===== config.mk =====
export PLATFORM = sky130hd
export DESIGN_NAME = sdf2d_front
export DESIGN_NICKNAME = d
export VERILOG_FILES = /design/src/rtl/sdf2d_pkg.sv /design/src/rtl/sdf2d_front.sv
export SDC_FILE = /design/constraint.sdc
export NUM_CORES = 2
export LEC_CHECK = 0
export ABC_AREA = 1
export ABC_CLOCK_PERIOD_IN_PS = 13350
export BUFFER_PORTS_ARGS = -buffer_cell sky130_fd_sc_hd__buf_4
export CAP_MARGIN = 20
export CORE_MARGIN = 10
export CORE_UTILIZATION = 65
export CTS_CLUSTER_SIZE = 12
export DETAILED_ROUTE_END_ITERATION = 10
export PLACE_DENSITY_LB_ADDON = 0.2
export SLEW_MARGIN = 20
export SYNTH_ARGS = -nofsm -noshare
export SYNTH_HDL_FRONTEND = slang
export SYNTH_SLANG_ARGS = --single-unit

===== constraint.sdc =====
create_clock -name clk -period 13.35 [get_ports clk]
set_input_delay 0 -clock clk [delete_from_list [all_inputs] [get_ports clk]]
set_output_delay 0 -clock clk [all_outputs]
set_load 0.05 [all_outputs]

===== src/rtl/sdf2d_pkg.sv =====
// ----------------------------------------------------------------------------
// sdf2d_pkg
// shared types and constants of the 2d distance field evaluator
// ----------------------------------------------------------------------------
`timescale 1ns / 1ps
`default_nettype none

package sdf2d_pkg;

  // fixed item field widths
  localparam int PT_W   = 16;
  localparam int DIST_W = 18;
  localparam int RAD_W  = 15;
  localparam int SHP_W  = 2;

  // default fraction bits of the fixed point formats
  localparam int FRAC_BITS_DEF = 12;

  // 1/sqrt(2) in q0.16
  localparam int INV_SQRT2_Q16 = 46341;

  // output clamp bounds
  localparam logic signed [DIST_W-1:0] DIST_MAX = {1'b0, {(DIST_W-1){1'b1}}};
  localparam logic signed [DIST_W-1:0] DIST_MIN = {1'b1, {(DIST_W-1){1'b0}}};

  // configuration port
  localparam int CFG_DW = 32;
  localparam int CFG_AW = 3;
  localparam logic REG_SHAPE  = 1'b0;
  localparam logic REG_RADIUS = 1'b1;

  localparam logic [SHP_W-1:0] SHAPE_RST  = 2'd2;
  localparam logic [RAD_W-1:0] RADIUS_RST = 15'd4096;

  typedef enum logic [SHP_W-1:0] {
    SHAPE_CIRCLE   = 2'd0,
    SHAPE_BOX      = 2'd1,
    SHAPE_TRIANGLE = 2'd2,
    SHAPE_SEGMENT  = 2'd3
  } shape_t;

endpackage

`default_nettype wire


===== src/rtl/sdf2d_front.sv =====
// ----------------------------------------------------------------------------
// sdf2d_front
// region decode, squares and diagonal product ahead of the root chain
// ----------------------------------------------------------------------------
`timescale 1ns / 1ps
`default_nettype none

module sdf2d_front
  import sdf2d_pkg::*;
#(
  parameter int FRAC_BITS = FRAC_BITS_DEF,
  parameter int CW        = 17,
  parameter int XW        = 18
) (
  input  wire logic                   clk,
  input  wire logic                   rst_n,
  input  wire logic                   en,
  input  wire logic                   in_vld,
  input  wire logic signed [PT_W-1:0] point_x,
  input  wire logic signed [PT_W-1:0] point_y,
  input  wire shape_t                 shape,
  input  wire logic [RAD_W-1:0]       radius,
  output logic                        o_vld,
  output logic [2*CW+1:0]             o_rad,
  output logic signed [XW-1:0]        o_off
);

  typedef enum logic [1:0] {
    OFF_LIN      = 2'd0,
    OFF_DIAG     = 2'd1,
    OFF_DIAG_MAX = 2'd2
  } off_kind_t;

  localparam logic signed [XW-1:0] ONE_FX = XW'(64'd1 << FRAC_BITS);
  localparam logic signed [17:0]   INV_C  = 18'(INV_SQRT2_Q16);
  localparam int PW = XW + 18;

  // stage 1 decode
  logic signed [XW-1:0] xs, ys, ax, ay, d1x, d2y, s, bdx, bdy, bmax;
  logic [CW-1:0]        s1_vx_nxt, s1_vy_nxt;
  logic signed [XW-1:0] s1_off_nxt, s1_m1_nxt;
  off_kind_t            s1_kind_nxt;

  logic                 s1_vld_r;
  logic [CW-1:0]        s1_vx_r, s1_vy_r;
  logic signed [XW-1:0] s1_s_r, s1_m1_r, s1_off_r;
  off_kind_t            s1_kind_r;

  logic                 s2_vld_r;
  logic [2*CW-1:0]      s2_sqx_r, s2_sqy_r;
  logic signed [PW-1:0] s2_prod_r;
  logic signed [XW-1:0] s2_m1_r, s2_off_r;
  off_kind_t            s2_kind_r;

  logic signed [PW:0]   prod_rnd;
  logic signed [XW-1:0] diag, o_off_nxt;
  logic [2*CW+1:0]      o_rad_nxt;
  logic                 o_vld_r;
  logic [2*CW+1:0]      o_rad_r;
  logic signed [XW-1:0] o_off_r;

  always_comb begin
    xs   = {{(XW-PT_W){point_x[PT_W-1]}}, point_x};
    ys   = {{(XW-PT_W){point_y[PT_W-1]}}, point_y};
    ax   = (xs < 0) ? -xs : xs;
    ay   = (ys < 0) ? -ys : ys;
    d1x  = xs - ONE_FX;
    d2y  = ys - ONE_FX;
    s    = xs + ys - ONE_FX;
    bdx  = ax - ONE_FX;
    bdy  = ay - ONE_FX;
    bmax = (bdx > bdy) ? bdx : bdy;

    s1_vx_nxt   = '0;
    s1_vy_nxt   = '0;
    s1_off_nxt  = '0;
    s1_m1_nxt   = (-xs > -ys) ? -xs : -ys;
    s1_kind_nxt = OFF_LIN;

    case (shape)
      SHAPE_CIRCLE: begin
        s1_vx_nxt  = ax[CW-1:0];
        s1_vy_nxt  = ay[CW-1:0];
        s1_off_nxt = -$signed({{(XW-RAD_W){1'b0}}, radius});
      end
      SHAPE_BOX: begin
        s1_vx_nxt  = (bdx > 0) ? bdx[CW-1:0] : '0;
        s1_vy_nxt  = (bdy > 0) ? bdy[CW-1:0] : '0;
        s1_off_nxt = (bmax < 0) ? bmax : '0;
      end
      SHAPE_TRIANGLE: begin
        if (xs < 0 && ys < 0) begin
          s1_vx_nxt = ax[CW-1:0];
          s1_vy_nxt = ay[CW-1:0];
        end else if (d1x > 0 && ys <= d1x) begin
          // corner (1,0)
          s1_vx_nxt = d1x[CW-1:0];
          s1_vy_nxt = ay[CW-1:0];
        end else if (d2y > 0 && d2y >= xs) begin
          // corner (0,1)
          s1_vx_nxt = ax[CW-1:0];
          s1_vy_nxt = d2y[CW-1:0];
        end else if (ys < 0) begin
          s1_off_nxt = -ys;
        end else if (xs < 0) begin
          s1_off_nxt = -xs;
        end else if (s > 0) begin
          s1_kind_nxt = OFF_DIAG;
        end else begin
          s1_kind_nxt = OFF_DIAG_MAX;
        end
      end
      default: begin
        if (xs >= 0 && xs <= ONE_FX) begin
          s1_off_nxt = ys;
        end else if (xs < 0) begin
          s1_vx_nxt = ax[CW-1:0];
          s1_vy_nxt = ay[CW-1:0];
        end else begin
          s1_vx_nxt = d1x[CW-1:0];
          s1_vy_nxt = ay[CW-1:0];
        end
      end
    endcase
  end

  // stage 3: sum of squares, rounded diagonal distance
  always_comb begin
    prod_rnd  = {s2_prod_r[PW-1], s2_prod_r} + (PW+1)'(32768);
    diag      = XW'(prod_rnd >>> 16);
    o_rad_nxt = {2'b00, s2_sqx_r} + {2'b00, s2_sqy_r};
    case (s2_kind_r)
      OFF_DIAG:     o_off_nxt = diag;
      OFF_DIAG_MAX: o_off_nxt = (s2_m1_r > diag) ? s2_m1_r : diag;
      default:      o_off_nxt = s2_off_r;
    endcase
  end

  always_ff @(posedge clk) begin
    if (!rst_n) begin
      s1_vld_r <= 1'b0;
      s2_vld_r <= 1'b0;
      o_vld_r  <= 1'b0;
    end else if (en) begin
      s1_vld_r <= in_vld;
      s2_vld_r <= s1_vld_r;
      o_vld_r  <= s2_vld_r;
    end
  end

  always_ff @(posedge clk) begin
    if (en) begin
      s1_vx_r   <= s1_vx_nxt;
      s1_vy_r   <= s1_vy_nxt;
      s1_s_r    <= s;
      s1_m1_r   <= s1_m1_nxt;
      s1_off_r  <= s1_off_nxt;
      s1_kind_r <= s1_kind_nxt;

      s2_sqx_r  <= s1_vx_r * s1_vx_r;
      s2_sqy_r  <= s1_vy_r * s1_vy_r;
      s2_prod_r <= PW'(s1_s_r * INV_C);
      s2_m1_r   <= s1_m1_r;
      s2_off_r  <= s1_off_r;
      s2_kind_r <= s1_kind_r;

      o_rad_r   <= o_rad_nxt;
      o_off_r   <= o_off_nxt;
    end
  end

  assign o_vld = o_vld_r;
  assign o_rad = o_rad_r;
  assign o_off = o_off_r;

endmodule

`default_nettype wire


# --- After elaboration in Yosys (flattened, before gate mapping) ---
# Cells that the tools add are included.
word_totals:
  register_bits: 287
  word_cells: 85
classes:
  n_addsub: 11
  mul: 3
  n_lt_le_gt_ge: 15
  eq_ne: 4
  muxes: 28
  n_bitwise: 1
  n_reduce_logical: 6
ops:
  columns: ["cell", "n"]
  rows:
  - ["$mux 18", 12]
  - ["$mux 17", 11]
  - ["$pmux 17 s3", 2]
  - ["$mul 17x17->34", 2]
  - ["$gt 18x1->1 const B", 3]
  - ["$gt 18x18->1", 3]
  - ["$pmux 18 s3", 1]
  - ["$neg 16->18", 2]
  - ["$pmux 18 s2", 1]
  - ["$sub 18x14->18 const B", 2]
  - ["$add 34x34->35", 1]
  - ["$add 34x17->34 const B", 1]
  - ["$gt 17x1->1 const B", 2]
  - ["$mul 18x17->34 const B", 1]
  - ["$sub 16x14->17 const B", 2]
  - ["$lt 16x1->1 const B", 2]
  - ["$lt 18x1->1 const B", 1]
  - ["$neg 15->18", 1]
  - ["$sub 17x14->18 const B", 1]
  - ["$add 16x16->17", 1]
  - ["$ge 17x16->1", 1]
  - ["$le 16x17->1", 1]
  - ["$ge 16x1->1 const B", 1]
  - ["$le 16x14->1 const B", 1]
  - ["other kinds (7)", 12]

# --- Longest topological paths before layout ---
depth:
  ltp_word: 8
  ltp_mapped: 32
  mapped_depth_nobuf: 30

# --- Least setup slack after synthesis ---
# OpenSTA, ideal clock, no wires.
synth_timing:
  path_kind: "reg-to-reg"
  startpoint: "reg s1_vx_r[5]"
  endpoint: "reg s2_sqx_r[33] (data pin)"
  setup_time_ns: 0.262
  arrival_time_ns: 5.774
  t_required_ns: 13.088
  slack_ns: 7.314
  stages_incl_launch_ff: 22
  n_path_buf: 2
  synth_period_minus_slack_ns: 6.036
  path_cell_list: "edfxtp_1 > clkbuf_1 > clkbuf_1 > nand2_1 > fa_1 > inv_1 > fa_1 > fa_1 > fa_1 > fa_1 > inv_1 > fa_1 > inv_1 > ha_1 > nand2_1 > nor4_1 > nand2_1 > o211ai_1 > nand2_1 > o211ai_1 > a21oi_1 > xor2_1"
synth_via:
  elab_chain_len: 1
synth_rtl:
  columns: ["element", "line_no", "rtl"]
  rows:
  - ["from (decl)", "sdf2d_front.sv:45", "logic [CW-1:0] s1_vx_r, s1_vy_r;"]
  - ["from (signal assigned)", "sdf2d_front.sv:153", "s1_vx_r <= s1_vx_nxt;"]
  - ["$mul 17x17->34", "sdf2d_front.sv:160", "s2_sqx_r <= s1_vx_r * s1_vx_r;"]
  - ["to (signal assigned)", "sdf2d_front.sv:160", null]
  - ["to (decl)", "sdf2d_front.sv:50", "logic [2*CW-1:0] s2_sqx_r, s2_sqy_r;"]
# Every way passes these cells.
# A chain may end at the register's enable or synchronous reset.

# --- Worst setup path after layout ---
layout_timing:
  startpoint: "reg s1_vy_r[13]"
  endpoint: "reg s2_sqy_r[30] (data pin)"
layout_via:
  elab_chain_len: 1
layout_rtl:
  columns: ["element", "line_no", "rtl"]
  rows:
  - ["from (decl)", "sdf2d_front.sv:45", null]
  - ["from (signal assigned)", "sdf2d_front.sv:154", "s1_vy_r <= s1_vy_nxt;"]
  - ["$mul 17x17->34", "sdf2d_front.sv:161", "s2_sqy_r <= s1_vy_r * s1_vy_r;"]
  - ["to (signal assigned)", "sdf2d_front.sv:161", null]
  - ["to (decl)", "sdf2d_front.sv:50", null]
# Every way passes these cells.

==> results by stage <==
Outcome:
- The run finished with clean final reports.

Routing:
- After the first detailed-routing iteration, the DRC count stood at about 3,200.
- The post-route DRC violation count is 0.
- The overall via count from detail_route is 32,700.
- The average routed wire per standard cell is 18.72 µm.
- Dividing the detail-routed via count by the number of cells gives 5.651.
- Wires add up to 108.4 mm.
- The number of antenna-violating nets in the routed design is 0.
- The number of iterations in the first detailed-routing pass is 6.

Global routing:
- The met2 usage is between 40% and 50%.
- The global-route track usage on met1 is 42.98%.
- The first global-routing pass estimated roughly 180 mm of wire.
- The total congestion overflow after global routing is 0.
- The via count of the first global-routing pass was 32,866.
- The initial antenna violation count was 2.
- Entering global routing, the biggest net connects approximately 90 pins.
- The met3 usage in global routing is around 5.4%.
- Global routing consumed, over all layers together, about 30% of the routing resources.
- The most used routing layer is met2.

Logic synthesis:
- The simple logic cell fraction of the synthesized area is a little under a fifth.
- The dominant combinational cell family by area after synthesis is adder cells.
- After synthesis, the cell types taking the most area are fa_1, edfxtp_1, ha_1, inv_1, nand2_1.
- The number of flops mapped to enable cells by yosys is 266.
- The portion of the post-synthesis area used by sequential elements is 19.86%.
- After synthesis, the mean cell area works out to approximately 8.3 µm².
- The number of warnings reported in the yosys synthesis log is 0.
- Synthesis produced a netlist whose cell count is between 4,000 and 5,000.
- Summing the areas of all compound-gate instances in the mapped netlist gives around 6.8% of the synthesized area.
- The commonest cells after synthesis are inv_1, nand2_1, ha_1.
- The area fraction of the dominant cell type after synthesis is about a quarter.
- The most frequent cell after synthesis is inv_1.
- Counting flops with an async set or reset pin after synthesis yields a share of 0%.
- Summing the areas of all xor and xnor instances in the mapped netlist gives 3.535% of the synthesized area.
- The post-synthesis cell area is ~0.04 mm².
- The prevailing post-synth register cell is edfxtp_1.
- Synthesis inferred between 200 and 300 register bits.
- Synthesis produced a netlist with a net count of between 5,000 and 6,000.
- The largest area contributor in the netlist is fa_1.
- The mux contribution to synthesized area is 0.02778%.
- The adder and majority cell fraction of the synthesized area is 39.33%.
- The number of distinct library cells after synthesis is 61.

Floorplanning:
- The area of the die is around 0.073 mm².
- The width of the die is 269.7 µm.
- Once the floorplan was initialized, standard cells occupied between 60% and 70% of the core.
- The total area inside the core boundary comes to a little over 0.06 mm².
- The number of placement rows is between 90 and 100.
- 108 I/O pins were placed.
- The die is 269.7 µm tall.

Worst setup path:
- The peak per-stage delay on the critical path is slightly below 0.8 ns.
- The type of element launching the critical path is a register.
- The sum of buffers and inverters on the critical path is 3.
- The peak fanout along the critical path is 17.
- In this run the worst setup path begins at s1_vy_r[13]$_DFFE_PP_.
- The required time of the critical path is 13.68 ns.
- Grouping stages by cell kind, the critical path spends the most delay in adder cells.
- Among all stages on the critical path, the largest delay is contributed by edfxtp_1.
- Walking the worst path, the cells encountered are nand2_1 > fa_1 > fa_1 > fa_1 > inv_1 > fa_1 > fa_1 > inv_1 > fa_1 > inv_1 > ha_1 > a21oi_1 > o21ai_0 > a31oi_1 > nand3_1 > nand2_1 > nand2_1 > a21oi_1 > o21ai_0 > xor2_1.
- The cell repeated most along the worst path is fa_1.
- The worst setup path is captured at a register.
- In this run the critical register-to-register path is launched from s1_vy_r[13]$_DFFE_PP_.
- The startpoint-to-endpoint class of the critical path is register to register.
- The data arrival time of the critical path is 6.83 ns.

Hold path:
- The kind of path behind the tightest hold check is input pin to register.
- The startpoint identified for the worst hold timing path is point_y[3].

Timing:
- Setup repair after global routing left no endpoint under its margin.
- The final critical path takes up approximately half of the cycle.
- The number of setup violations in the final report is 0.
- The sum of negative setup slack is 0 ns.
- The worst clock skew is between 0.02 and 0.025 ns.
- The headroom to the max-slew limit is a little under a third.
- The highest clock frequency the design can meet is 0.1539 GHz.
- The final hold violation count is 0.
- The max-slew violation count came to 0.
- The post-route minimum period is between 6 and 7 ns.
- The transition at the pin with the smallest max-transition slack is between 1 and 1.5 ns.

Clock tree:
- The H-tree depth reported by CTS is 1.
- The root buffer cell is clkbuf_16.
- Gates resized during post-CTS repair numbered 0.
- For this design, the sink count on the clock tree is roughly 270.
- TritonCTS built the clock tree.
- TritonCTS created 31 clock buffers.
- Buffers added to address setup during post-CTS repair amount to 0.
- Clock latency on the worst-skew pair, taken at its later pin, is approximately 0.6 ns.
- Clock-pin slew was measured on the worst setup and hold paths at roughly 0.060 ns.
- In this run the deepest clock path goes through 3 buffers.

Finish:
- The area taken by flip-flops and latches is a little over 0.008 mm².
- The area added between synthesis and finish is 6.634%.
- The net count of the finished layout is ~6,000.
- The ratio of cells with drive above 1 in the final layout is about 5.7%.
- The layout has 4,937 filler cells.
- The antenna diode instance count is 0.
- In the final layout, the multi-input gates occupy 0.02764 mm².

Placement:
- The count of port buffers added during placement is approximately 110.
- The HPWL reported at the end of detailed placement is roughly 89 mm.
- Routability-driven placement finished with a final weighted congestion of just over 1.

Job:
- The number of maximum-capacitance violations is 0.
[area by class of cell]
class                           instances  share of cell area (%)
Sequential cell                       269                   18.62
Tap cell                              837                   2.423
Timing Repair Buffer                  153                   2.895
Multi-Input combinational cell       3347                   63.95
Inverter                             1131                   9.831
Clock inverter                         17                  0.4690
Clock buffer                           33                   1.812
[layout by cell type (no fill, tap or decap), drive strengths merged, types with 3 or more instances in the layout]
| master | count |
|---|---|
| dfxtp | 3 |
| fa | 472 |
| inv | 1130 |
| o2111ai | 10 |
| o211ai | 17 |
| a211oi | 4 |
| nor4 | 13 |
| nand3 | 187 |
| nor3 | 33 |
| clkbuf | 33 |
| ha | 519 |
| xor2 | 113 |
| o21a | 9 |
| edfxtp | 266 |
| dlygate4sd3 | 38 |
| o31ai | 4 |
| a21boi | 8 |
| nand2 | 1056 |
| or2 | 11 |
| nand4 | 141 |
| nor2 | 254 |
| buf | 115 |
| xnor2 | 48 |
| clkinv | 12 |
| a31oi | 11 |
| bufinv | 4 |
| nand3b | 4 |
| o21bai | 14 |
| a21oi | 196 |
| a21o | 24 |
| o21ai | 189 |
[cells by family after synthesis]
group | Yosys count
adder cells (fa/ha/maj) | 991
buffers and inverters | 1263
other | 1
XOR/XNOR | 161
AO/OA/AOI/OAI | 491
AND/OR/NAND/NOR | 1702
flip-flops | 269
multiplexers | 1
[routing by layer]
metal  part of all wire, %  up-vias
met4                   2.8        2
met5                 0.016        -
met1                    44    15584
li1                      -    15451
met2                    44     1471
met3                   9.6      192
[worst min-delay path: cells and delay by family]
kind	cells	cell delay (ns)
simple gates	2	0.27
buf+inv	1	0.20
[state kept, by name (all words and copies together) (netlist names)]
signal,cells
s2_prod_r,19
s1_off_r,18
s1_vy_r,17
s2_sqx_r,33
s2_off_r,18
s2_kind_r,2
s1_vld_r,1
s1_kind_r,2
s1_m1_r,18
s1_vx_r,17
o_off,18
o_rad,35
s1_s_r,18
s2_sqy_r,33
o_vld,1
s2_vld_r,1
s2_m1_r,18
[worst paths after layout]
kind                                  to  slack [ns]  depth (start not counted)
setup / recovery  s2_sqy_r[30]$_DFFE_PP_        6.85                         20
hold / removal     s1_off_r[3]$_DFFE_PP_        0.04                          3
setup reg to reg  s2_sqy_r[30]$_DFFE_PP_        6.85                         20
hold reg to reg    s2_off_r[7]$_DFFE_PP_        0.41                          0
[through the flow]
| step | cells | utilization (%) | hold slack, ns | area [µm²] | worst slack [ns] |
|---|---|---|---|---|---|
| after floorplan | 4879 | - | 0.1125 | 40530 | 7.314 |
| after CTS | 5787 | 70.04 | 0.002969 | 43220 | 6.914 |
| after global routing | 5787 | 70.04 | 0.06017 | 43220 | 6.504 |
| after detailed placement | 5699 | 67.82 | 0.2641 | 41850 | 6.927 |
| final | 5787 | 70.04 | 0.04257 | 43220 | 6.851 |
| after global placement | 5699 | 67.82 | 0.2242 | 41850 | 7.029 |
[repair_timing]
item / 4_1_cts / 5_1_grt
endpoints found under the hold margin: 114 / 0
endpoints found under the setup margin: 0 / 0
hold buffers: 38 / 0
Power is left out: the tool's default activity adds up to more than one toggle a clock period on the data nets, which glitch-free logic cannot reach.
