==> src/rtl/sdf2d_pkg.sv <==
// ----------------------------------------------------------------------------
// sdf2d_pkg
// shared types and constants of the 2d distance field evaluator
// ----------------------------------------------------------------------------
`timescale 1ns / 1ps
`default_nettype none

package sdf2d_pkg;

  // fixed item field widths
  localparam int PT_W   = 16;
  localparam int DIST_W = 18;
  localparam int RAD_W  = 15;
  localparam int SHP_W  = 2;

  // default fraction bits of the fixed point formats
  localparam int FRAC_BITS_DEF = 12;

  // 1/sqrt(2) in q0.16
  localparam int INV_SQRT2_Q16 = 46341;

  // output clamp bounds
  localparam logic signed [DIST_W-1:0] DIST_MAX = {1'b0, {(DIST_W-1){1'b1}}};
  localparam logic signed [DIST_W-1:0] DIST_MIN = {1'b1, {(DIST_W-1){1'b0}}};

  // configuration port
  localparam int CFG_DW = 32;
  localparam int CFG_AW = 3;
  localparam logic REG_SHAPE  = 1'b0;
  localparam logic REG_RADIUS = 1'b1;

  localparam logic [SHP_W-1:0] SHAPE_RST  = 2'd2;
  localparam logic [RAD_W-1:0] RADIUS_RST = 15'd4096;

  typedef enum logic [SHP_W-1:0] {
    SHAPE_CIRCLE   = 2'd0,
    SHAPE_BOX      = 2'd1,
    SHAPE_TRIANGLE = 2'd2,
    SHAPE_SEGMENT  = 2'd3
  } shape_t;

endpackage

`default_nettype wire

==> src/rtl/sdf2d_sqrt_cell.sv <==
// ----------------------------------------------------------------------------
// sdf2d_sqrt_cell
// one digit step of the integer square root, registered
// ----------------------------------------------------------------------------
`timescale 1ns / 1ps
`default_nettype none

module sdf2d_sqrt_cell
  import sdf2d_pkg::*;
#(
  parameter int RW = 18,
  parameter int XW = 18
) (
  input  wire logic                 clk,
  input  wire logic                 rst_n,
  input  wire logic                 en,
  input  wire logic                 i_vld,
  input  wire logic [2*RW-1:0]      i_rad,
  input  wire logic [RW+1:0]        i_rem,
  input  wire logic [RW-1:0]        i_root,
  input  wire logic signed [XW-1:0] i_off,
  output logic                      o_vld,
  output logic [2*RW-1:0]           o_rad,
  output logic [RW+1:0]             o_rem,
  output logic [RW-1:0]             o_root,
  output logic signed [XW-1:0]      o_off
);

  logic [RW+1:0]        shifted, trial, rem_nxt;
  logic                 ge;
  logic                 vld_r;
  logic [2*RW-1:0]      rad_r;
  logic [RW+1:0]        rem_r;
  logic [RW-1:0]        root_r;
  logic signed [XW-1:0] off_r;

  // remainder stays below 2^RW while digits remain, root below 2^(RW-1)
  always_comb begin
    shifted = {i_rem[RW-1:0], i_rad[2*RW-1 -: 2]};
    trial   = {1'b0, i_root[RW-2:0], 2'b01};
    ge      = (shifted >= trial);
    rem_nxt = ge ? (shifted - trial) : shifted;
  end

  always_ff @(posedge clk) begin
    if (!rst_n) begin
      vld_r <= 1'b0;
    end else if (en) begin
      vld_r <= i_vld;
    end
  end

  always_ff @(posedge clk) begin
    if (en) begin
      rad_r  <= {i_rad[2*RW-3:0], 2'b00};
      rem_r  <= rem_nxt;
      root_r <= {i_root[RW-2:0], ge};
      off_r  <= i_off;
    end
  end

  assign o_vld  = vld_r;
  assign o_rad  = rad_r;
  assign o_rem  = rem_r;
  assign o_root = root_r;
  assign o_off  = off_r;

endmodule

`default_nettype wire

==> config.mk <==
export PLATFORM = sky130hd
export DESIGN_NAME = sdf2d_sqrt_cell
export DESIGN_NICKNAME = d
export VERILOG_FILES = /design/src/rtl/sdf2d_pkg.sv /design/src/rtl/sdf2d_sqrt_cell.sv
export SDC_FILE = /design/constraint.sdc
export NUM_CORES = 1
export LEC_CHECK = 0
export BUFFER_PORTS_ARGS = -buffer_cell sky130_fd_sc_hd__buf_2
export CAP_MARGIN = 25
export CORE_AREA = 10 10 108 110
export DETAILED_ROUTE_END_ITERATION = 10
export DIE_AREA = 0 0 118 120
export PLACE_DENSITY = 0.75
export SYNTH_ARGS = -nofsm -noshare
export SYNTH_HDL_FRONTEND = slang
export SYNTH_SLANG_ARGS = --single-unit
==> constraint.sdc <==
create_clock -name clk -period 3.9 [get_ports clk]
set_input_delay 0.78 -clock clk [delete_from_list [all_inputs] [get_ports clk]]
set_output_delay 0.78 -clock clk [all_outputs]
set_load 0.01 [all_outputs]
Word-level counts from Yosys, hierarchy flattened:

Cells that the tools add are included.

* input port bits: 96
* output and inout port bits: 93
* register bits: 91
* bits in latches: 0
* bits in read-only memories: 0
* logic and storage cells: 8
* RAM bits: 0
* memories: 0

* add/subtract/negate cells: 1
* div/mod/pow operators: 0
* reduce and logical (&&, ||, !) cells: 0
* multiplexer cells: 1
* eq/ne operators: 0
* $lt $le $gt $ge: 1
* multiply operators: 0
* shift operators: 0
* bitwise gates (word level): 0

Operator list (number)
* greater-or-equal comparator 20 x 19 -> 1 bit: 1
* two-way mux 20 bit: 1
* subtractor 20 x 19 -> 20 bit: 1

Depth between registers and ports, before layout:

Gate-level depths: netlist (run 1).

* depth after elaboration: 2
* mapped depth: 11
* mapped depth without buffers: 9

Worst setup path after synthesis (run 1):

No wires, ideal clock.

* path type: input -> register
* from: input port i_root[10]
* to: register rem_r[10] (netlist: o_rem[10]), data pin
* library setup time: 260 ps
* setup slack: 881 ps
* arrival time: 2759 ps
* stages on the path: 10
* required time: 3640 ps
* path buffers: 2
* cells stage by stage: inv_1 ha_1 clkbuf_2 and4_1 nand4_1 o31a_1 a21o_1 a31oi_4 buf_12 mux2_4

* cells in the longest elaborated chain, start to end: 2

RTL lines
* start, declared: RTL line sdf2d_sqrt_cell.sv:20 `input wire logic [RW-1:0] i_root,`
* greater-or-equal comparator 20 x 19 -> 1 bit: RTL line sdf2d_sqrt_cell.sv:41 `ge = (shifted >= trial);`
* two-way mux 20 bit: RTL line sdf2d_sqrt_cell.sv:42 `rem_nxt = ge ? (shifted - trial) : shifted;`
* net rem_nxt[10]: RTL line sdf2d_sqrt_cell.sv:29 `logic [RW+1:0] shifted, trial, rem_nxt;`
* end signal, assigned: RTL line sdf2d_sqrt_cell.sv:56 `rem_r <= rem_nxt;`
* end, declared: RTL line sdf2d_sqrt_cell.sv:33 `logic [RW+1:0] rem_r;`

The timed path passes the listed nets, and every way through them passes these cells.
A chain may end at the register's enable or synchronous reset.

Worst setup path in the final report (run 1):

* from: input port i_root[0]
* to: register rem_r[2] (netlist: o_rem[2]), data pin

* cells in the longest elaborated chain, start to end: 2
* elaborated cells on any way between the ends: 3
* those cells by class: add/sub (1); order compare (1); mux (1)

RTL lines (RTL line)
* subtractor 20 x 19 -> 20 bit or greater-or-equal comparator 20 x 19 -> 1 bit (tied branches): sdf2d_sqrt_cell.sv:42, sdf2d_sqrt_cell.sv:41
* two-way mux 20 bit *: sdf2d_sqrt_cell.sv:42
* net rem_nxt[2]: sdf2d_sqrt_cell.sv:29

The timed path passes the listed nets; every way through them passes the cells marked *.

==> reports/results.txt, run 1 <==
Run status -> completed
Vias -> 2955
Dpl cells -> 594
Flops & latches, synth -> 91
Synth Cell Area -> 4154 µm²
Yosys top cell area share -> 65.06%
Drt drc -> 0
Post-synth EDFFs -> 90
Relative slew slack -> 65.73%
CTS clk-pin slew, worst paths -> 0.10 ns
Largest net degree at the start of global routing -> 92
Clock root buffer master -> clkbuf_8
HP Class -> flip-flop to flip-flop
Cell Rows -> 36
Final Cycle Share -> 81.02%
WS Path Type -> primary input to flip-flop
Distinct cells, synth -> 41
# Post-CTS Setup Buffers -> 0
Max FO, Critical Path -> 9
Reg area -> 2723 µm²
Post-Layout Cell Count -> 611
Crit path DAT -> 3.28 ns
Worst EP required -> 4.02 ns
Detailed placement HPWL -> 8780 µm
Reg2reg setup slack -> 3.26 ns
Critical path endpoint category -> flip-flop
Clock Sinks -> 91
Startpoint class of the critical path -> primary input
Remaining antenna violation count -> 0
Routed len/inst -> 18.26 µm
Max Cap Viol -> 0
First-iteration detailed-routing DRC count -> 201
# setup viols final -> 0
Design Area, Final -> 5398 µm²
Leak pwr -> 2.381 nW
RSZ-0062 raised after global routing -> no
Slew @ Worst Pin -> 0.5105 ns
Vias in the first global route -> 2973
Fin. max-slew vios -> 0
Synth warn -> 0
Initial Util -> 43.50%
Commonest cells post-synth -> edfxtp_1, inv_1, ha_1
Clock Path Buffers -> 2
Vias per cell -> 4.836
Syn_area_per_cell -> 14.68 µm²
Clock Latency Late Sink -> 0.36 ns
Clock skew -> 0 ns
Ys async rst share -> 0%
Post-cts resize count -> 0
Placement Cell Area -> 5171 µm²
Multi-input logic area -> 1255 µm²
Die Area -> 14160 µm²
Placer Congestion -> 0.8751
Height of the die -> 120 µm
Minimum clock period -> 3.160 ns
Power per Cell Area -> 437.2 nW/µm²
CTS tree -> yes
Num CTS Buffers -> 9
Routed WL -> 11160 µm
TritonRoute pass-1 iters -> 4
Std-Cell Core Area -> 9549 µm²
Syn Inst Count -> 283
Initial antenna violation count -> 1
Cell with the most instances after synthesis -> edfxtp_1
Die width -> 118 µm
GR Util All Layers -> 15.00%
Final hold vios -> 0
# nets final -> 588
Share of layout cells above drive strength 1 -> 46.23%
Fmax -> 0.3165 GHz
Top_reg_cell synth -> edfxtp_1
PortBufs -> 183
# IOs -> 189
Max rail drop VDD -> 0.1941 mV
Overflow after GRT -> 0
Area Growth Syn to Fin -> 29.94%
CTS Hold Bufs -> 0
Setup TNS Final -> 0 ns
Synth top area cells -> edfxtp_1, ha_1, mux2_4
Register area share after synthesis -> 65.54%
H-tree Lvls -> 3
Layout fillers -> 805
N_diodes -> 0
First-pass GRT wire length -> 16590 µm
Area leader, netlist -> edfxtp_1
## stage by stage
step | worst slack, ns | hold slack [ns] | power [W] | util (%)
global placement | 0.3924 | 0.4932 | 0.001724 | 54.15
CTS | 0.7235 | 0.5713 | 0.002390 | 56.24
finish | 0.7401 | 0.5636 | 0.002360 | 56.53
detailed placement | 0.3112 | 0.5504 | 0.001737 | 54.15
floorplan | 0.8806 | 0.5383 | 0.001538 | -
global route | 0.5647 | 0.5636 | 0.002477 | 56.53
## cell type report
| type | instances | share of cell area [%] |
|---|---|---|
| well taps | 133 | 3.083 |
| flip-flops and latches | 91 | 50.44 |
| inverters | 25 | 1.739 |
| multi-input cells | 160 | 23.25 |
| repair buffers | 186 | 17.80 |
| clock inverters | 6 | 1.321 |
| clock buffers | 10 | 2.364 |
## worst max-delay path: stages
cell and delay, ns:
buf_2 0.09, inv_1 0.04, ha_1 0.36, nor2b_1 0.20, o21ai_1 0.10, a311oi_1 0.50, o22ai_2 0.23, a31oi_4 0.37
buf_4 0.27, mux2_2 0.35
## layer usage
metal | up-vias | track usage [%] | wire length, µm | share of wire [%]
li1 | 1431 | - | - | -
met1 | 1355 | 16.88 | 4462 | 40
met2 | 156 | 26.13 | 5609 | 50
met3 | 11 | 6.001 | 963 | 8.6
met4 | 2 | 3.709 | 110 | 0.99
met5 | - | 0 | 13 | 0.12
## kinds of logic (layout without fill, tap and decap cells)
group | Yosys count | after routing | share of synthesized area (%)
AOI/OAI and AO/OA | 58 | 58 | 9.608
xor gates and xnor gates | 17 | 17 | 3.765
adders and majority gates | 19 | 19 | 5.723
buffers and inverters | 33 | 227 | 4.337
DFF | 91 | 91 | 65.54
muxes | 16 | 16 | 5.482
other | 1 | 2 | 0.09027
and+or+nand+nor | 48 | 48 | 5.452
## where the power goes
| group | switching (W) | internal (W) | leakage, nW | total (W) |
|---|---|---|---|---|
| sequential | 0.0000207 | 0.00119 | 0.889 | 0.00121 |
| clock | 0.000348 | 0.000302 | 0.0935 | 0.000651 |
| combinational | 0.000268 | 0.000233 | 1.40 | 0.000500 |
| total | 0.000637 | 0.00172 | 2.38 | 0.00236 |
## worst paths after layout
| kind | start | end | cells past startpoint |
|---|---|---|---|
| setup / recovery | i_root[0] | o_rem[2] | 10 |
| setup reg to reg | o_vld | o_vld | 2 |
| hold / removal | o_vld | o_vld | 2 |
| hold reg to reg | o_vld | o_vld | 2 |
## sequential cells by signal (all words and copies together), names as in the netlist
register	count
o_rad	34
o_off	18
o_vld	1
o_root	18
o_rem	20
## cell usage in the layout (no fill, tap or decap), drive strengths merged, types with 3 or more instances in the layout
cell type / Yosys / final
o21ai: 14 / 14
a21oi: 16 / 16
ha: 19 / 19
nand2: 14 / 14
nand3: 4 / 4
nand4: 6 / 6
clkbuf: 2 / 10
o21a: 4 / 4
nor2: 13 / 13
xor2: 5 / 5
nor2b: 3 / 3
o211ai: 7 / 7
edfxtp: 90 / 90
nor3: 4 / 4
a211oi: 6 / 6
mux2: 15 / 15
inv: 25 / 27
a31oi: 3 / 3
buf: 6 / 186
xnor2: 12 / 12
Note: power is estimated with default switching activity, not from simulation.
==> inputs of run 2 (changes only) <==
Settings changed: ABC_AREA set to 1, CORE_AREA 10 10 108 110 to 10 10 112 114, DIE_AREA 0 0 118 120 to 0 0 122 124.
Clock period 3.9 ns to 2.8 ns, I/O delays scaled along.
==> run 2 against run 1 <==
Compared with the run above:
- via count increased by 18%
- synthesized cell count increased by 48%
- clock power is 41% higher
- count of clock-buffer cells in the layout increased by 1
- critical path depth rose by 4
- core utilization down 1.8 points
- largest cell class unchanged
- power is 37% higher
- final cell count up 23%
==> reports/results.txt, run 2 <==
Run status -> completed
GR Util All Layers -> 15.54%
Syn_area_per_cell -> 10.30 µm²
Placer Congestion -> 0.8776
Dpl ws -> 0.3129 ns
Max rail drop VDD -> 0.2231 mV
Worst setup margin -> 0.7337 ns
CTS clk-pin slew, worst paths -> 0.09 ns
Multi-input logic area -> 1313 µm²
Share of layout cells above drive strength 1 -> 34.90%
Vias per cell -> 4.637
Routed len/inst -> 16.32 µm
Num CTS Buffers -> 9
Max Cap Viol -> 0
Syn Inst Count -> 419
Crit path DAT -> 2.20 ns
Crit path cell chain -> buf_2 -> inv_1 -> ha_1 -> nand2_1 -> inv_2 -> nand2_1 -> inv_1 -> nand3_1 -> nand3_2 -> nand2_2 -> nand2_4 -> inv_4 -> nand2_1 -> nand2_1
Final hold vios -> 0
PortBufs -> 183
Area Growth Syn to Fin -> 29.63%
Height of the die -> 124 µm
Worst EP required -> 2.93 ns
RSZ-0062 raised after global routing -> no
Largest register FFs -> 34
Remaining antenna violation count -> 0
Area leader, netlist -> edfxtp_1
Final Cycle Share -> 73.80%
Fmax -> 0.4840 GHz
Layout fillers -> 944
Commonest cells post-synth -> nand2_1, edfxtp_1, inv_1
Detailed placement HPWL -> 10020 µm
# Post-CTS Setup Buffers -> 0
# setup viols final -> 0
Minimum clock period -> 2.066 ns
Clock Sinks -> 91
Distinct cells, synth -> 26
Crit path buf inv count -> 5
Drt drc -> 0
Crit-path max cell delay -> 0.33 ns
Overflow after GRT -> 0
Die width -> 122 µm
Yosys top cell area share -> 62.63%
Largest net degree at the start of global routing -> 47
Startpoint class of the critical path -> primary input
Std-Cell Core Area -> 10230 µm²
Top_reg_cell synth -> edfxtp_1
Depth of the most critical reg-to-reg path -> 2
Setup TNS Final -> 0 ns
Number of cells on the critical path -> 14
Synth Cell Area -> 4315 µm²
# nets final -> 726
WS Path Type -> primary input to flip-flop
Routed WL -> 12290 µm
First-iteration detailed-routing DRC count -> 252
Reg area -> 2723 µm²
First-pass GRT wire length -> 18040 µm
Initial antenna violation count -> 0
Clock root buffer master -> clkbuf_8
Post-cts resize count -> 0
Cell with the most instances after synthesis -> nand2_1
Critical path endpoint category -> flip-flop
Clock Latency Late Sink -> 0.36 ns
Post-synth EDFFs -> 90
Fin. max-slew vios -> 0
Synth top area cells -> edfxtp_1, nand2_1, ha_1
Leak pwr -> 2.753 nW
Register area share after synthesis -> 63.09%
Vias in the first global route -> 3427
# IOs -> 189
Clock Path Buffers -> 2
Slowest stage cell, crit path -> ha_1
Most frequent CP cell -> nand2_1
Cell Rows -> 37
HP Class -> primary input to flip-flop
Synth warn -> 0
TritonRoute pass-1 iters -> 5
CTS tree -> yes
Commonest non-fill, non-tap cells in the layout -> buf_2, nand2_1, edfxtp_1
CP top delay family -> simple AND/OR/NAND/NOR gates
CTS Hold Bufs -> 0
Die Area -> 15130 µm²
Ys async rst share -> 0%
Initial Util -> 42.18%
Flops & latches, synth -> 91
Clock skew -> 0 ns
Max FO, Critical Path -> 22
Worst hold stages -> 1
Power per Cell Area -> 577.7 nW/µm²
Commonest non-fill, non-tap cell in the layout -> buf_2
H-tree Lvls -> 3
Vias -> 3492
run 2: cell count changes after synthesis, sizes merged, moves of 6 or more:
cell	delta
nand2	+133
xnor2	-10
inv	+38
o21ai	-7
o211ai	-7
a211oi	-6
mux2	-15
nand3	+19
nor2	+13
run 2: cells by family (layout without fill, tap and decap cells):
kind of cell	count (synthesis)	in the layout	synth area share, %
xor+xnor	10	10	2.030
compound gates	22	22	2.696
flops	91	91	63.09
other cells	1	3	0.08690
fa+ha+maj	19	19	5.509
simple gates	208	208	20.01
buf+inv	68	264	6.582
run 2: stage by stage:
stage | total power, W | cells | hold WS, ns | util (%) | instance area, µm²
detailed placement | 0.002357 | 736 | 0.5408 | 52.68 | 5390
finish | 0.003232 | 753 | 0.3666 | 54.68 | 5594
global route | 0.003405 | 752 | 0.3451 | 54.65 | 5592
floorplan | 0.002063 | 420 | 0.5553 | - | 4319
global placement | 0.002347 | 736 | 0.5172 | 52.68 | 5390
CTS | 0.003268 | 752 | 0.3472 | 54.65 | 5592
run 2: power by group:
part / internal (W) / total [W] / switching [W]
clock: 0.000442 / 0.000916 / 0.000474
combinational: 0.000247 / 0.000640 / 0.000393
sequential: 0.00165 / 0.00168 / 0.0000285
total: 0.00234 / 0.00323 / 0.000896
run 2: per-layer routing:
metal	wire, µm	vias up	track usage, %
met4	153	0	5.440
li1	-	1752	-
met3	1127	12	4.706
met5	0	-	0
met1	5012	1569	17.69
met2	5998	159	27.15
run 2: cell type report:
cell class | count | area share [%]
Clock inverter | 5 | 1.074
Clock buffer | 11 | 2.527
Timing Repair Buffer | 185 | 16.91
Tap cell | 136 | 3.042
Sequential cell | 91 | 48.67
Antenna cell | 1 | 0.04473
Inverter | 63 | 4.272
Multi-Input combinational cell | 261 | 23.46
run 2: path summary, 6_finish.rpt:
check                 start  endpoint  slack (ns)
setup / recovery  i_root[4]  o_rem[6]        0.73
hold / removal     i_off[5]  o_off[5]        0.37
setup reg to reg      o_vld     o_vld        2.16
hold reg to reg       o_vld     o_vld        0.55
run 2: worst register-to-register path, cell delays in order (launching register included):
cell     delay, ns
dfxtp_1       0.31
o21ai_0       0.15
a21oi_1       0.06
==> inputs of run 3 (changes only) <==
Settings changed: CORE_AREA 10 10 112 114 to 10 10 109 111, DIE_AREA 0 0 122 124 to 0 0 119 121, PLACE_DENSITY 0.75 to 0.76.
Clock period 2.8 ns to 2.05 ns, I/O delays scaled along.
==> run 3 against run 2 <==
Compared with the run above:
- worst setup slack worse by 0.52 ns
- die area is 4.8% lower
- clock skew stayed put
- critical endpoint is now o_rem[17]
- largest power group unchanged
==> reports/results.txt, run 3 (synthesized netlist as in run 2, its figures left out) <==
Layout Utilization -> 61.71%
WS Path Type -> primary input to flip-flop
Share of layout cells above drive strength 1 -> 39.33%
Routed len/inst -> 15.84 µm
Fmax -> 0.5437 GHz
GR Util All Layers -> 17.13%
CTS clk-pin slew, worst paths -> 0.10 ns
Initial antenna violation count -> 0
Vias per cell -> 4.565
Reg2reg setup slack -> 1.42 ns
Die width -> 119 µm
Run status -> completed
Clock Path Buffers -> 2
Max rail drop VDD -> 0.2921 mV
Height of the die -> 121 µm
Max FO, Critical Path -> 3
Commonest non-fill, non-tap cells in the layout -> buf_2, nand2_1, edfxtp_1
Power per Cell Area -> 761.7 nW/µm²
Post-cts resize count -> 0
Critical path endpoint category -> flip-flop
Startpoint class of the critical path -> primary input
Final Cycle Share -> 89.71%
Dpl cells -> 778
Hold Path Sink -> o_rad[35]
Worst hold stages -> 1
Placement Cell Area -> 5749 µm²
Clock root buffer master -> clkbuf_8
# Post-CTS Setup Buffers -> 0
Minimum clock period -> 1.839 ns
Design Area, Final -> 5948 µm²
Pwr Total -> 0.004531 W
Drt drc -> 0
# setup viols final -> 0
TritonRoute pass-1 iters -> 4
Fin. max-slew vios -> 0
CTS Hold Bufs -> 0
H-tree Lvls -> 3
Overflow after GRT -> 0
# nets final -> 771
Clock Latency Late Sink -> 0.36 ns
Num CTS Buffers -> 9
Worst EP required -> 2.18 ns
Clock skew -> 0 ns
Die Area -> 14400 µm²
Cell Rows -> 36
First-pass GRT wire length -> 19320 µm
Depth of the most critical reg-to-reg path -> 2
Clock Sinks -> 91
Max Cap Viol -> 0
Vias in the first global route -> 3670
# IOs -> 189
Routed WL -> 12570 µm
First-iteration detailed-routing DRC count -> 230
Std-Cell Core Area -> 9639 µm²
PortBufs -> 183
Remaining antenna violation count -> 0
N_diodes -> 0
Reg-to-Reg End -> o_vld
HP Class -> primary input to flip-flop
RSZ-0062 raised after global routing -> no
Largest register FFs -> 34
Commonest non-fill, non-tap cell in the layout -> buf_2
Area Growth Syn to Fin -> 37.84%
R2R Path Start -> o_vld
Crit path DAT -> 1.97 ns
Initial Util -> 44.77%
CTS tree -> yes
Largest net degree at the start of global routing -> 43
Hold path start -> i_rad[33]
Leak pwr -> 2.972 nW
Final hold vios -> 0
Detailed placement HPWL -> 10360 µm
Vias -> 3625
Placer Congestion -> 0.9219
Post-Layout Cell Count -> 794
Setup TNS Final -> 0 ns
==> run 3: area by class of cell <==
class | count | area [µm²]
multi-input combinational | 261 | 1313
sequential | 91 | 2723
clock inverter | 6 | 71.32
fill | 861 | 3691
timing repair buffer | 230 | 1309
inverter | 63 | 239.0
clock buffer | 10 | 127.6
tap | 133 | 166.4
==> run 3: critical path, stage by stage <==
cell     delay (ns)
buf_2          0.09
inv_1          0.04
ha_1           0.29
buf_4          0.15
nand2_1        0.10
inv_1          0.05
a21oi_1        0.26
nand3_1        0.21
nand2_1        0.13
nand3_1        0.08
nand3_1        0.09
nand2_1        0.06
==> run 3: where the power goes <==
part | switching [W] | leakage [nW] | internal (W)
logic | 0.000561 | 1.99 | 0.000438
registers | 0.0000391 | 0.889 | 0.00225
clock network | 0.000669 | 0.0935 | 0.000575
==> run 3: routing by layer <==
metal | routed length (µm) | track usage (%) | up-vias
li1 | - | - | 1835
met5 | 0 | 0 | -
met4 | 237 | 6.870 | 0
met2 | 6350 | 30.50 | 125
met3 | 948 | 5.026 | 16
met1 | 5038 | 18.77 | 1649
==> run 3: through the flow <==
step | hold WS [ns] | setup slack [ns]
after global placement | 0.5234 | -0.1591
after CTS | 0.1904 | 0.2213
after floorplan | 0.5035 | 0.1727
final | 0.2076 | 0.2109
after detailed placement | 0.5309 | -0.1823
after global routing | 0.1880 | 0.06374
==> run 3: how the worst max path moves through the flow <==
stage | end | from
after floorplan | o_rem[12] | i_root[7]
after global placement | o_rem[17] | i_root[5]
after detailed placement | o_rem[7] | i_root[9]
after CTS | o_rem[7] | i_root[9]
after global routing | o_rem[7] | i_root[9]
final | o_rem[17] | i_root[5]
